File: src/hdl/khm_pkg.sv
// Shared type (op_t) and constant (WAY_W) for the k-way heap merge core.
// No dependencies; used by khm_cell and kway_heap_merge_core.

package khm_pkg;

  // Way (run number) tag width, fixed by the stream format
  localparam int WAY_W = 7;

  // Per-cycle command broadcast to every cell of the sorted row
  typedef enum logic [1:0] {
    OP_HOLD    = 2'd0,  // keep contents
    OP_INSERT  = 2'd1,  // open a slot and insert the new entry
    OP_REPLACE = 2'd2,  // drop the head and insert the new entry
    OP_SHIFT   = 2'd3   // drop the head, everything moves toward the head
  } op_t;

endpackage

File: src/hdl/khm_cell.sv
// One cell of the sorted entry row: holds a single key/way pair.
// Depends on khm_pkg (op_t, WAY_W).

module khm_cell #(
  parameter int KEY_BITS = 32
) (
  input  logic                       clk,
  input  khm_pkg::op_t               op_i,
  input  logic                       valid_i,     // cell lies below the fill count
  input  logic [KEY_BITS-1:0]        new_key_i,
  input  logic [khm_pkg::WAY_W-1:0]  new_way_i,
  // neighbor toward the head
  input  logic [KEY_BITS-1:0]        prev_key_i,
  input  logic [khm_pkg::WAY_W-1:0]  prev_way_i,
  input  logic                       prev_lt_i,
  // neighbor toward the tail
  input  logic [KEY_BITS-1:0]        next_key_i,
  input  logic [khm_pkg::WAY_W-1:0]  next_way_i,
  input  logic                       next_lt_i,
  // own contents and compare result
  output logic [KEY_BITS-1:0]        key_o,
  output logic [khm_pkg::WAY_W-1:0]  way_o,
  output logic                       lt_o         // new entry orders before this cell
);

  logic [KEY_BITS-1:0]       key_r, key_nxt;
  logic [khm_pkg::WAY_W-1:0] way_r, way_nxt;
  logic                      key_less;
  logic                      key_same;

  // Order: signed key, then smaller way; an empty cell counts as +infinity
  assign key_less = $signed(new_key_i) < $signed(key_r);
  assign key_same = new_key_i == key_r;
  assign lt_o     = !valid_i || key_less || (key_same && (new_way_i < way_r));

  // Next contents from the broadcast command and the neighbors
  always_comb begin
    key_nxt = key_r;
    way_nxt = way_r;
    case (op_i)
      khm_pkg::OP_INSERT: begin
        if (lt_o) begin
          if (prev_lt_i) begin
            key_nxt = prev_key_i;
            way_nxt = prev_way_i;
          end else begin
            key_nxt = new_key_i;
            way_nxt = new_way_i;
          end
        end
      end
      khm_pkg::OP_REPLACE: begin
        if (!next_lt_i) begin
          key_nxt = next_key_i;
          way_nxt = next_way_i;
        end else if (!lt_o) begin
          key_nxt = new_key_i;
          way_nxt = new_way_i;
        end
      end
      khm_pkg::OP_SHIFT: begin
        key_nxt = next_key_i;
        way_nxt = next_way_i;
      end
      default: begin
        key_nxt = key_r;
        way_nxt = way_r;
      end
    endcase
  end

  // Payload only, no reset
  always_ff @(posedge clk) begin
    key_r <= key_nxt;
    way_r <= way_nxt;
  end

  assign key_o = key_r;
  assign way_o = way_r;

endmodule
File: config.mk
export PLATFORM = sky130hd
export DESIGN_NAME = khm_cell
export DESIGN_NICKNAME = d
export VERILOG_FILES = /design/src/hdl/khm_pkg.sv /design/src/hdl/khm_cell.sv
export SDC_FILE = /design/constraint.sdc
export NUM_CORES = 1
export LEC_CHECK = 0
export ABC_CLOCK_PERIOD_IN_PS = 4280
export BUFFER_PORTS_ARGS = -buffer_cell sky130_fd_sc_hd__buf_2
export CORE_MARGIN = 2
export CORE_UTILIZATION = 47
export CTS_BUF_LIST = sky130_fd_sc_hd__clkbuf_16
export DETAILED_ROUTE_END_ITERATION = 8
export PLACE_DENSITY = 0.81
export SYNTH_ARGS = -nofsm -noshare
export SYNTH_HDL_FRONTEND = slang
export SYNTH_SLANG_ARGS = --single-unit
File: constraint.sdc
create_clock -name clk -period 4.28 [get_ports clk]
set_clock_uncertainty 0.15 [all_clocks]
set_input_delay 0.428 -clock clk [delete_from_list [all_inputs] [get_ports clk]]
set_output_delay 0.428 -clock clk [all_outputs]
set_load 0.02 [all_outputs]
==> Word-level counts from Yosys, hierarchy flattened <==
Cells that the tools add are included.
{ "op_classes": {"multipliers": 0, "n_lt_le_gt_ge": 2, "n_addsub": 0, "n_eq_ne": 6, "n_shift": 0, "reduce_logical": 6, "bitwise": 0, "mux": 10, "div": 0} }
{ "op_table": {"columns": ["operator", "n"], "rows": [
  ["32-bit two-way mux", 4],
  ["32-bit case mux with 3 select lines", 1],
  ["32-bit == test", 1],
  ["32-bit less-than comparator", 1],
  ["7-bit two-way mux", 4],
  ["7-bit case mux with 3 select lines", 1],
  ["7-bit less-than comparator", 1],
  ["2-bit == test, second input constant", 2],
  ["3-bit inequality test, second input constant", 1],
  ["3-bit AND reduction", 1],
  ["3-bit nonzero test", 1],
  ["2-bit by 1-bit == test with 1-bit output, second input constant", 1],
  ["1-bit logical OR", 2],
  ["2-bit inequality test, second input constant", 1],
  ["1-bit logical AND", 1],
  ["1-bit logical NOT", 1]
]} }
{ "word_totals": {"mem_bits_ro": 0, "wordCells": 26, "ff_bits": 39, "ram_bits": 0, "memories": 0, "output_inout_bits": 40, "in_bits": 123, "latch_bits": 0} }

==> Depth between registers and ports, before layout <==
Gate-level depths: netlist of the first run.
{ "depth": {"ltp_word": 6, "ltp_mapped": 9, "mapped_depth_nobuf": 9} }

==> Worst setup path after synthesis of the first run <==
Ideal clock, no wire load.
{ "synth_timing": {"path_kind": "register to register", "from": "register key_r[19], in the netlist key_o[19]", "to": "register key_r[0], in the netlist key_o[0] (enable)", "n_path_buf": 0, "slack_ns": 0.415, "setup_ns": 0.706, "t_arrival_ns": 3.010, "t_required_ns": 3.424, "period_less_slack_ns": 3.865, "stages_incl_launch_ff": 9, "path_cell_list": "edfxtp_1 -> inv_1 -> ha_1 -> a21oi_2 -> o21ai_1 -> a221o_1 -> a2111o_1 -> o22ai_1 -> nand4_1"} }
{ "synth_via": {"elab_chain_len": 5, "word_cells_on_any_way": 8, "classes_between": "order compare (1); eq/ne (3); reduce/logical (4)"} }
{ "synth_lines": {"columns": ["element", "line_no", "text"], "rows": [
  ["start: declaration", "khm_cell.sv:26", "logic [KEY_BITS-1:0] key_r, key_nxt;"],
  ["start signal: assignment", "khm_cell.sv:74", "key_r <= key_nxt;"],
  ["32-bit less-than comparator or 32-bit == test (tied branches)", "khm_cell.sv:32, khm_cell.sv:33", null],
  ["1-bit logical OR or 1-bit logical AND (tied branches)", "khm_cell.sv:34", "assign lt_o = !valid_i || key_less || (key_same && (new_way_i < way_r));"],
  ["1-bit logical OR *", "khm_cell.sv:34", null],
  ["3-bit inequality test (no source line) or 2-bit inequality test (tied branches)", null, null],
  ["3-bit AND reduction (no source line) *", null, null]
]} }
Mark *: on every way between the ends. The rest lies on a longest branch, timed or not.
A chain may end at the register's enable or synchronous reset.

==> Worst setup path in the final report of the first run <==
{ "layout_timing": {"from": "register key_r[17], in the netlist key_o[17]", "to": "output lt_o"} }
{ "layout_via": {"elab_chain_len": 3, "word_cells_on_any_way": 5, "classes_between": "order compare (1); eq/ne (1); reduce/logical (3)"} }
{ "layout_lines": {"columns": ["element", "line_no", "text"], "rows": [
  ["32-bit less-than comparator or 32-bit == test (tied branches)", "khm_cell.sv:32, khm_cell.sv:33", null],
  ["1-bit logical OR or 1-bit logical AND (tied branches)", "khm_cell.sv:34", null],
  ["1-bit logical OR *", "khm_cell.sv:34", null],
  ["end: declaration", "khm_cell.sv:23", "output logic lt_o"]
]} }
Marks and branches as above.

==> flow_summary.json, run 1 <==
{
  "status": "complete, no violations",
  "required_ps": 3700,
  "drive_gt1_share_pct": 32.01,
  "synthCells": 407,
  "relSlewSlack_pct": 35.48,
  "fmax_mhz": 325.1,
  "core_um2": 6869,
  "hpwl_mm": 7.275,
  "grt_pass1_wl_mm": 14.39,
  "grt_use_total_pct": 23.25,
  "period_needed_ps": 3076,
  "drtIter0Drc": 191,
  "diodes": 0,
  "grt_max_degree": 46,
  "tightest_slew_ps": 965.4,
  "nets": 716,
  "synth_compound_area_share_pct": 22.17,
  "pre_cts_slack_ps": 1184,
  "grt_pass1_vias": 3198,
  "ir_drop_uv": 144.2,
  "drtPass1Iterations": 4,
  "cap_viol_max_count": 0,
  "drtAntennaViolNets": 0,
  "netlist_area_um2": 3381,
  "post-cts-setup-buffers": 0,
  "routedWlPerCell_um": 14.78,
  "syn_to_final_growth_pct": 30.05,
  "power_mw": 1.487,
  "grt_overflow_total": 0,
  "report.final.setup_viol": 0,
  "clk_path_buf_depth": 2,
  "die_x_um": 88.81,
  "worstSetupPathType": "flop to output port",
  "routabilityCongestion": 0.8366,
  "synth_fa_ha_area_share_pct": 14.06,
  "vias": 3572,
  "cts.sink_count": 39,
  "io_pins": 163,
  "numCtsBuffers": 5,
  "arrival_ps": 2500,
  "final.setup.worst_slack_ps": 1204,
  "final_cell_area_um2": 4397,
  "final_common_cell": "buf_2",
  "topRoutingLayerUsed": "met4",
  "rsz0062_at_grt": "no",
  "hold_buffers": 0,
  "ctsResizeCount": 0,
  "io_buffers": 162,
  "initial_core_util_pct": 49.22,
  "vias_per_cell": 5.479,
  "finalHoldViolCount": 0,
  "post_dp_cell_area_um2": 4257,
  "hold_path.class": "primary input to flop",
  "final_cell_mix": "buf_2, nand2_1, inv_1, a211oi_1",
  "remaining_drc_errors": 0,
  "route.met2.wl_mm": 4.856,
  "fp-row-count": 30,
  "cts.clk_slew.worst_paths_ps": 60,
  "clockRootBuffer": "clkbuf_16",
  "htree_num_levels": 2,
  "clk_latency_ps": 280,
  "fin_crit_sh_pct": 71.86,
  "dieHeight_um": 88.81,
  "drv_slew": 0,
  "yosysWarnings": 0,
  "cts_tree": "done",
  "wl_met3_um": 582,
  "antenna_found_initial": 0,
  "synth_mux_area_share_pct": 0,
  "synth_simple_gate_area_share_pct": 21.50,
  "yosysSeqAreaShare_pct": 34.64,
  "p_per_area_nw_per_um2": 338.3,
  "synth_cell_types": 32,
  "p_leak_nw": 2.152,
  "holdWs_ps": 302.3,
  "synth_xor_area_share_pct": 0.2591,
  "fin_setup_tns_ps": 0,
  "wl_met1_mm": 4.002,
  "path_max_fanout": 3,
  "die_area_um2": 7887,
  "routed_wl_mm": 9.636,
  "end_kind": "output port",
  "cp-start-kind": "flop",
  "syn_nets": 568,
  "ys_ff_latch": 39,
  "synth_top_family_by_area": "compound AO/OA/AOI/OAI gates",
  "avgSynthCellArea_um2": 8.306
}
[layer usage]
layer	global-route usage (%)	vias to the layer above
li1	-	1768
met1	28.61	1654
met2	41.32	133
met3	3.078	17
met4	8.540	0
met5	0	-
[final timing paths]
check                              startpoint         to  slack, ps  depth (start not counted)
worst max-delay path                key_o[17]       lt_o       1200                         10
worst min-delay path            new_key_i[18]  key_o[18]        300                          2
worst max register to register      key_o[17]  key_o[25]       1360                         10
worst min register to register      key_o[31]  key_o[18]       1210                          5
[report_power, final]
part	switching [mW]	total, mW	internal [mW]
clock network	0.149	0.360	0.212
registers	0.0358	0.554	0.518
logic	0.352	0.573	0.221
total	0.536	1.49	0.951
[cell families (layout without fill, tap and decap cells)]
logic type	after synthesis	count (layout)
simple gates	154	154
compound gates	109	109
buf+inv	66	215
flops	39	39
fa+ha+maj	38	38
xor+xnor	1	1
[flip-flops by register name, indices dropped and copies added (netlist names)]
name / cells
key_o: 32
way_o: 7
[synthesized netlist by cell type (all sizes together)]
cell type / count / area, um^2
o41a: 1 / 12.51
nor2: 6 / 25.03
nor2b: 39 / 244.0
a32oi: 1 / 8.760
clkbuf: 22 / 82.58
nand3: 8 / 40.04
or3: 1 / 6.260
inv: 41 / 153.9
edfxtp: 39 / 1171
nand2b: 2 / 12.51
a211oi: 41 / 307.8
nand4: 11 / 68.82
a2111o: 1 / 11.26
o211ai: 1 / 7.510
a21boi: 1 / 7.510
o22ai: 1 / 6.260
a21oi: 12 / 63.81
nand2: 85 / 319.1
a21o: 8 / 61.31
nor4: 1 / 6.260
o21ai: 3 / 15.01
ha: 38 / 475.5
xnor2: 1 / 8.760
buf: 3 / 12.51
a221o: 1 / 10.01
a31oi: 38 / 237.7
nor3: 1 / 5.000
[area by class of cell]
type	instances	area, um^2
Fill cell	622	2472
Multi-Input combinational cell	302	1971
Sequential cell	39	1171
Timing Repair Buffer	166	840.8
Inverter	41	153.9
Clock buffer	5	125.1
Tap cell	96	120.1
Clock inverter	3	15.01
[stage by stage]
stage	util (%)	instances
after floorplan	-	407
after global placement	61.97	644
after detailed placement	61.97	644
after CTS	64.01	652
after global routing	64.01	652
final	64.01	652
[worst max-delay path, cell delays in order, from the launching register on]
cell	delay, ps
edfxtp_1	410
inv_1	80
ha_1	230
a21oi_1	150
o21ai_1	70
a221o_1	340
a2111o_1	440
nor2_2	150
xnor2_1	130
nand2_1	70
buf_2	160
Power figures use the tool's default switching activity.
==> run 2: changes to the inputs <==
Settings changed: ABC_CLOCK_PERIOD_IN_PS 4280 to 3050.
Clock period 4.28 ns to 3.05 ns, I/O delays scaled along.
==> flow_summary.json, run 2 (synthesis results as in run 1) <==
{
  "initial_core_util_pct": 49.22,
  "numCtsBuffers": 5,
  "cp-start-kind": "flop",
  "final_cell_area_um2": 4444,
  "vias_per_cell": 5.444,
  "largest_reg_flops": 32,
  "grt_pass1_vias": 3323,
  "tightest_slew_ps": 835.3,
  "hold_start": "new_key_i[18]",
  "clockRootBuffer": "clkbuf_16",
  "syn_to_final_growth_pct": 31.46,
  "io_pins": 163,
  "final_cell_mix": "buf_2, nand2_1, inv_1",
  "finalHoldViolCount": 0,
  "dp.cells": 647,
  "worstReg2RegEnd": "way_o[3]",
  "hold_path_end": "key_o[18]",
  "path_max_fanout": 3,
  "io_buffers": 162,
  "cap_viol_max_count": 0,
  "power.switching_mw": 0.7511,
  "swShare_pct": 35.79,
  "routabilityCongestion": 0.8459,
  "cts_tree": "done",
  "hold_buffers": 0,
  "htree_num_levels": 2,
  "rsz0062_at_grt": "no",
  "power_frac_comb_pct": 39.2,
  "die_x_um": 88.81,
  "power_frac_clock_pct": 23.6,
  "reg2reg_depth": 10,
  "period_needed_ps": 2900,
  "routedWlPerCell_um": 14.85,
  "hold_path.class": "primary input to flop",
  "ctsResizeCount": 0,
  "remaining_drc_errors": 0,
  "grt_max_degree": 40,
  "drv_slew": 0,
  "post_dp_cell_area_um2": 4304,
  "hpwl_mm": 7.658,
  "p_leak_nw": 2.182,
  "fin_setup_tns_ps": 0,
  "ir_drop_uv": 200.3,
  "drtAntennaViolNets": 0,
  "dieHeight_um": 88.81,
  "stdcell_count": 656,
  "routed_wl_mm": 9.739,
  "drive_gt1_share_pct": 32.74,
  "grt_overflow_total": 0,
  "arrival_ps": 2440,
  "cts.sink_count": 39,
  "final_common_cell": "buf_2",
  "grt_use_total_pct": 24.16,
  "required_ps": 2590,
  "cts.clk_slew.worst_paths_ps": 60,
  "end_kind": "output port",
  "hold_depth": 2,
  "reg2reg_from": "key_o[19]",
  "fp-row-count": 30,
  "power_mw": 2.099,
  "fmax_mhz": 344.8,
  "post-cts-setup-buffers": 0,
  "vias": 3571,
  "nets": 719,
  "p_per_area_nw_per_um2": 472.2,
  "report.final.setup_viol": 0,
  "clk_path_buf_depth": 2,
  "relSlewSlack_pct": 44.32,
  "fin_crit_sh_pct": 95.08,
  "worstSetupPathType": "flop to output port",
  "power_frac_seq_pct": 37.2,
  "clk_latency_ps": 280,
  "core_um2": 6869,
  "drtPass1Iterations": 4,
  "nFillCells": 609,
  "status": "complete, no violations",
  "intPower_mw": 1.347,
  "antenna_found_initial": 2,
  "rrSetupSlack_ps": 260,
  "grt_pass1_wl_mm": 14.93,
  "drtIter0Drc": 162,
  "die_area_um2": 7887
}
## run 2: cell types whose count changed in the layout (fill, tap and decap cells not counted), sizes merged
cell      before  now
clkinv         2    1
clkinvlp       1    0
buf          166  169
inv           41   43
diode          0    1
## run 2: layer usage
metal | share of wire [%] | vias up | GRT usage [%]
met3 | 6.2 | 10 | 4.571
met1 | 43 | 1628 | 30.85
met2 | 50 | 151 | 42.33
met5 | 0.13 | - | 0
li1 | - | 1780 | -
met4 | 0.88 | 2 | 5.510
## run 2: power groups by stage
stage / logic [mW] / clock network, mW / registers, mW
2_1_floorplan: 0.388 / 0 / 0.911
3_3_place_gp: 0.801 / 0 / 0.788
3_5_place_dp: 0.822 / 0 / 0.790
4_1_cts: 0.828 / 0.505 / 0.779
5_1_grt: 0.917 / 0.527 / 0.790
6_report: 0.824 / 0.495 / 0.780
## run 2: worst max-delay path, cell delays in order (launching register included)
cell	delay, ps
edfxtp_1	420
inv_2	90
ha_4	200
a21oi_2	120
o21ai_1	90
a221o_1	340
a2111o_1	390
nor2_2	150
xnor2_1	130
nand2_1	60
buf_2	160
## run 2: area by class of cell
class,instances,area (um^2),share of cell area [%]
Multi-Input combinational cell,302,1983,44.62
Sequential cell,39,1171,26.35
Timing Repair Buffer,169,875.8,19.71
Inverter,41,153.9,3.463
Clock buffer,5,125.1,2.815
Tap cell,96,120.1,2.703
Clock inverter,3,12.51,0.2815
Antenna cell,1,2.502,0.05631
## run 2: metrics by stage
| step | util (%) | hold slack, ps | worst slack (ps) |
|---|---|---|---|
| 6_report | 64.70 | 203.5 | 150.1 |
| 5_1_grt | 64.70 | 207.0 | 32.81 |
| 4_1_cts | 64.66 | 203.6 | 151.8 |
| 3_5_place_dp | 62.66 | 486.8 | 214.3 |
| 3_3_place_gp | 62.66 | 474.9 | 250.0 |
| 2_1_floorplan | - | 340.2 | -755.4 |
## run 2: worst max path at each step
stage,start,end,depth (start not counted)
floorplan,key_o[17],key_o[0],8
global placement,new_key_i[1],way_o[3],10
detailed placement,new_key_i[1],key_o[22],10
CTS,key_o[19],lt_o,10
global route,key_o[14],lt_o,10
finish,key_o[19],lt_o,10
==> run 3: changes to the inputs <==
Settings changed: ABC_AREA set to 1, CORE_UTILIZATION 47 to 48.
==> flow_summary.json, run 3 <==
{
  "ir_drop_uv": 215.6,
  "worstSetupPathType": "flop to flop",
  "die_x_um": 90.90,
  "hold_path.class": "primary input to flop",
  "final_common_cell": "buf_2",
  "grt_use_total_pct": 27.58,
  "antenna_found_initial": 1,
  "critPathCapture": "way_o[4]",
  "yosysWarnings": 0,
  "routed_wl_mm": 11.52,
  "synth_flop_cell": "edfxtp_1",
  "yosys-top-cells-count": "nand2_1, inv_1, o21ai_0",
  "routabilityCongestion": 0.9000,
  "cp-start-kind": "flop",
  "regArea_um2": 1171,
  "synth_cell_types": 28,
  "avgSynthCellArea_um2": 7.367,
  "rsz0062_at_grt": "no",
  "vias_per_cell": 5.531,
  "startpoint": "key_o[23]",
  "path_max_fanout": 25,
  "synth_top_cell_by_area": "edfxtp_1",
  "ctsResizeCount": 0,
  "syn_nets": 653,
  "grt_pass1_vias": 4042,
  "clk_path_buf_depth": 2,
  "period_needed_ps": 2564,
  "routedWlPerCell_um": 15.57,
  "required_ps": 2840,
  "synthCells": 492,
  "drtAntennaViolNets": 0,
  "io_buffers": 162,
  "yosys.area.top_type_share_pct": 32.31,
  "fp-row-count": 31,
  "yosysMostFrequentCell": "nand2_1",
  "post_dp_cell_area_um2": 4473,
  "synth_area_leaders": "edfxtp_1, ha_1, o21ai_0",
  "multiInputGateArea_um2": 2029,
  "p_leak_nw": 2.378,
  "end_kind": "flop",
  "htree_num_levels": 2,
  "core_um2": 7292,
  "cts.clk_slew.worst_paths_ps": 60,
  "remaining_drc_errors": 0,
  "tightest_slew_ps": 946.9,
  "pre_cts_slack_ps": 476.7,
  "vias": 4093,
  "worstReg2RegEnd": "way_o[4]",
  "reg2reg_depth": 15,
  "status": "complete, no violations",
  "drv_slew": 0,
  "syn_to_final_growth_pct": 27.89,
  "fin_crit_sh_pct": 84.07,
  "yosysSeqAreaShare_pct": 32.31,
  "diodes": 0,
  "reg2reg_from": "key_o[23]",
  "holdWs_ps": 180.3,
  "relSlewSlack_pct": 36.78,
  "synth_mux_area_share_pct": 0,
  "synth_fa_ha_area_share_pct": 13.12,
  "grt_overflow_total": 0,
  "drive_gt1_share_pct": 29.49,
  "final_cell_mix": "buf_2, nand2_1, inv_1",
  "rrSetupSlack_ps": 490,
  "cts.sink_count": 39,
  "final.setup.worst_slack_ps": 485.9,
  "netlist_area_um2": 3625,
  "initial_core_util_pct": 49.71,
  "arrival_ps": 2360,
  "synth_top_family_by_area": "compound AO/OA/AOI/OAI gates",
  "hpwl_mm": 8.532,
  "drtPass1Iterations": 5,
  "synth_compound_area_share_pct": 24.65,
  "grt_max_degree": 60,
  "die_area_um2": 8263,
  "cap_viol_max_count": 0,
  "nFillCells": 687,
  "hold_buffers": 0,
  "numCtsBuffers": 5,
  "drtIter0Drc": 265,
  "grt_pass1_wl_mm": 18.68,
  "fmax_mhz": 390.0,
  "finalHoldViolCount": 0,
  "dieHeight_um": 90.90,
  "nets": 802,
  "ys_ff_latch": 39,
  "report.final.setup_viol": 0,
  "synthArstFlopShare_pct": 0,
  "largest_reg_flops": 32,
  "final_cell_area_um2": 4636,
  "synth_simple_gate_area_share_pct": 18.09,
  "synth_xor_area_share_pct": 0,
  "post-cts-setup-buffers": 0,
  "fin_setup_tns_ps": 0,
  "io_pins": 163,
  "p_per_area_nw_per_um2": 446.6,
  "synth_edf_count": 39,
  "clk_latency_ps": 280,
  "cts_tree": "done",
  "clockRootBuffer": "clkbuf_16"
}
-- run 3: power by group --
part / total, mW / internal, mW / switching (mW)
clock network: 0.585 / 0.381 / 0.204
logic: 0.747 / 0.277 / 0.469
registers: 0.739 / 0.696 / 0.0426
-- run 3: how the worst min path moves through the flow --
stage                     slack, ps  cells after the start   endpoint           start
after floorplan                 350                      2  key_o[15]  next_key_i[15]
after global placement          450                      3   key_o[2]   prev_key_i[2]
after detailed placement        460                      3   way_o[3]   next_way_i[3]
after CTS                       180                      3  key_o[30]  prev_key_i[30]
after global routing            180                      3  key_o[24]  next_key_i[24]
final                           180                      3  key_o[21]  prev_key_i[21]
-- run 3: cell type report --
cell class	count	area share, %
clock inverters	2	0.8097
inverters	78	6.316
repair buffers	168	18.46
clock buffers	5	2.699
well taps	99	2.672
flip-flops and latches	39	25.26
multi-input cells	349	43.78
-- run 3: routing by layer --
metal  track usage (%)  part of all wire, %  vias up
met2             47.76                   48      212
met1             34.96                   41     1878
li1                  -                    -     1983
met5                 0                 0.11        -
met3             5.927                  9.5       18
met4             7.071                  1.2        2
-- run 3: logic make-up after synthesis --
group | count (synthesis)
buf+inv | 104
flops | 39
simple gates | 161
compound gates | 150
fa+ha+maj | 38
-- run 3: through the flow --
stage | total power [mW] | util (%) | std cells
6_report | 2.070 | 63.57 | 740
5_1_grt | 2.191 | 63.57 | 740
4_1_cts | 2.078 | 63.57 | 740
3_5_place_dp | 1.492 | 61.34 | 733
3_3_place_gp | 1.466 | 61.34 | 733
2_1_floorplan | 1.206 | - | 492
-- run 3: critical path: stages (launching register included) --
cell	delay [ps]
edfxtp_1	360
inv_1	50
ha_1	290
nand2_1	70
nor2_1	220
nand4_2	140
nor2_1	110
nand2_1	80
nand2_1	60
nand2_1	40
nand2_1	70
nand2_2	70
nand2_2	60
nand2_1	60
nand2_2	60
buf_4	310
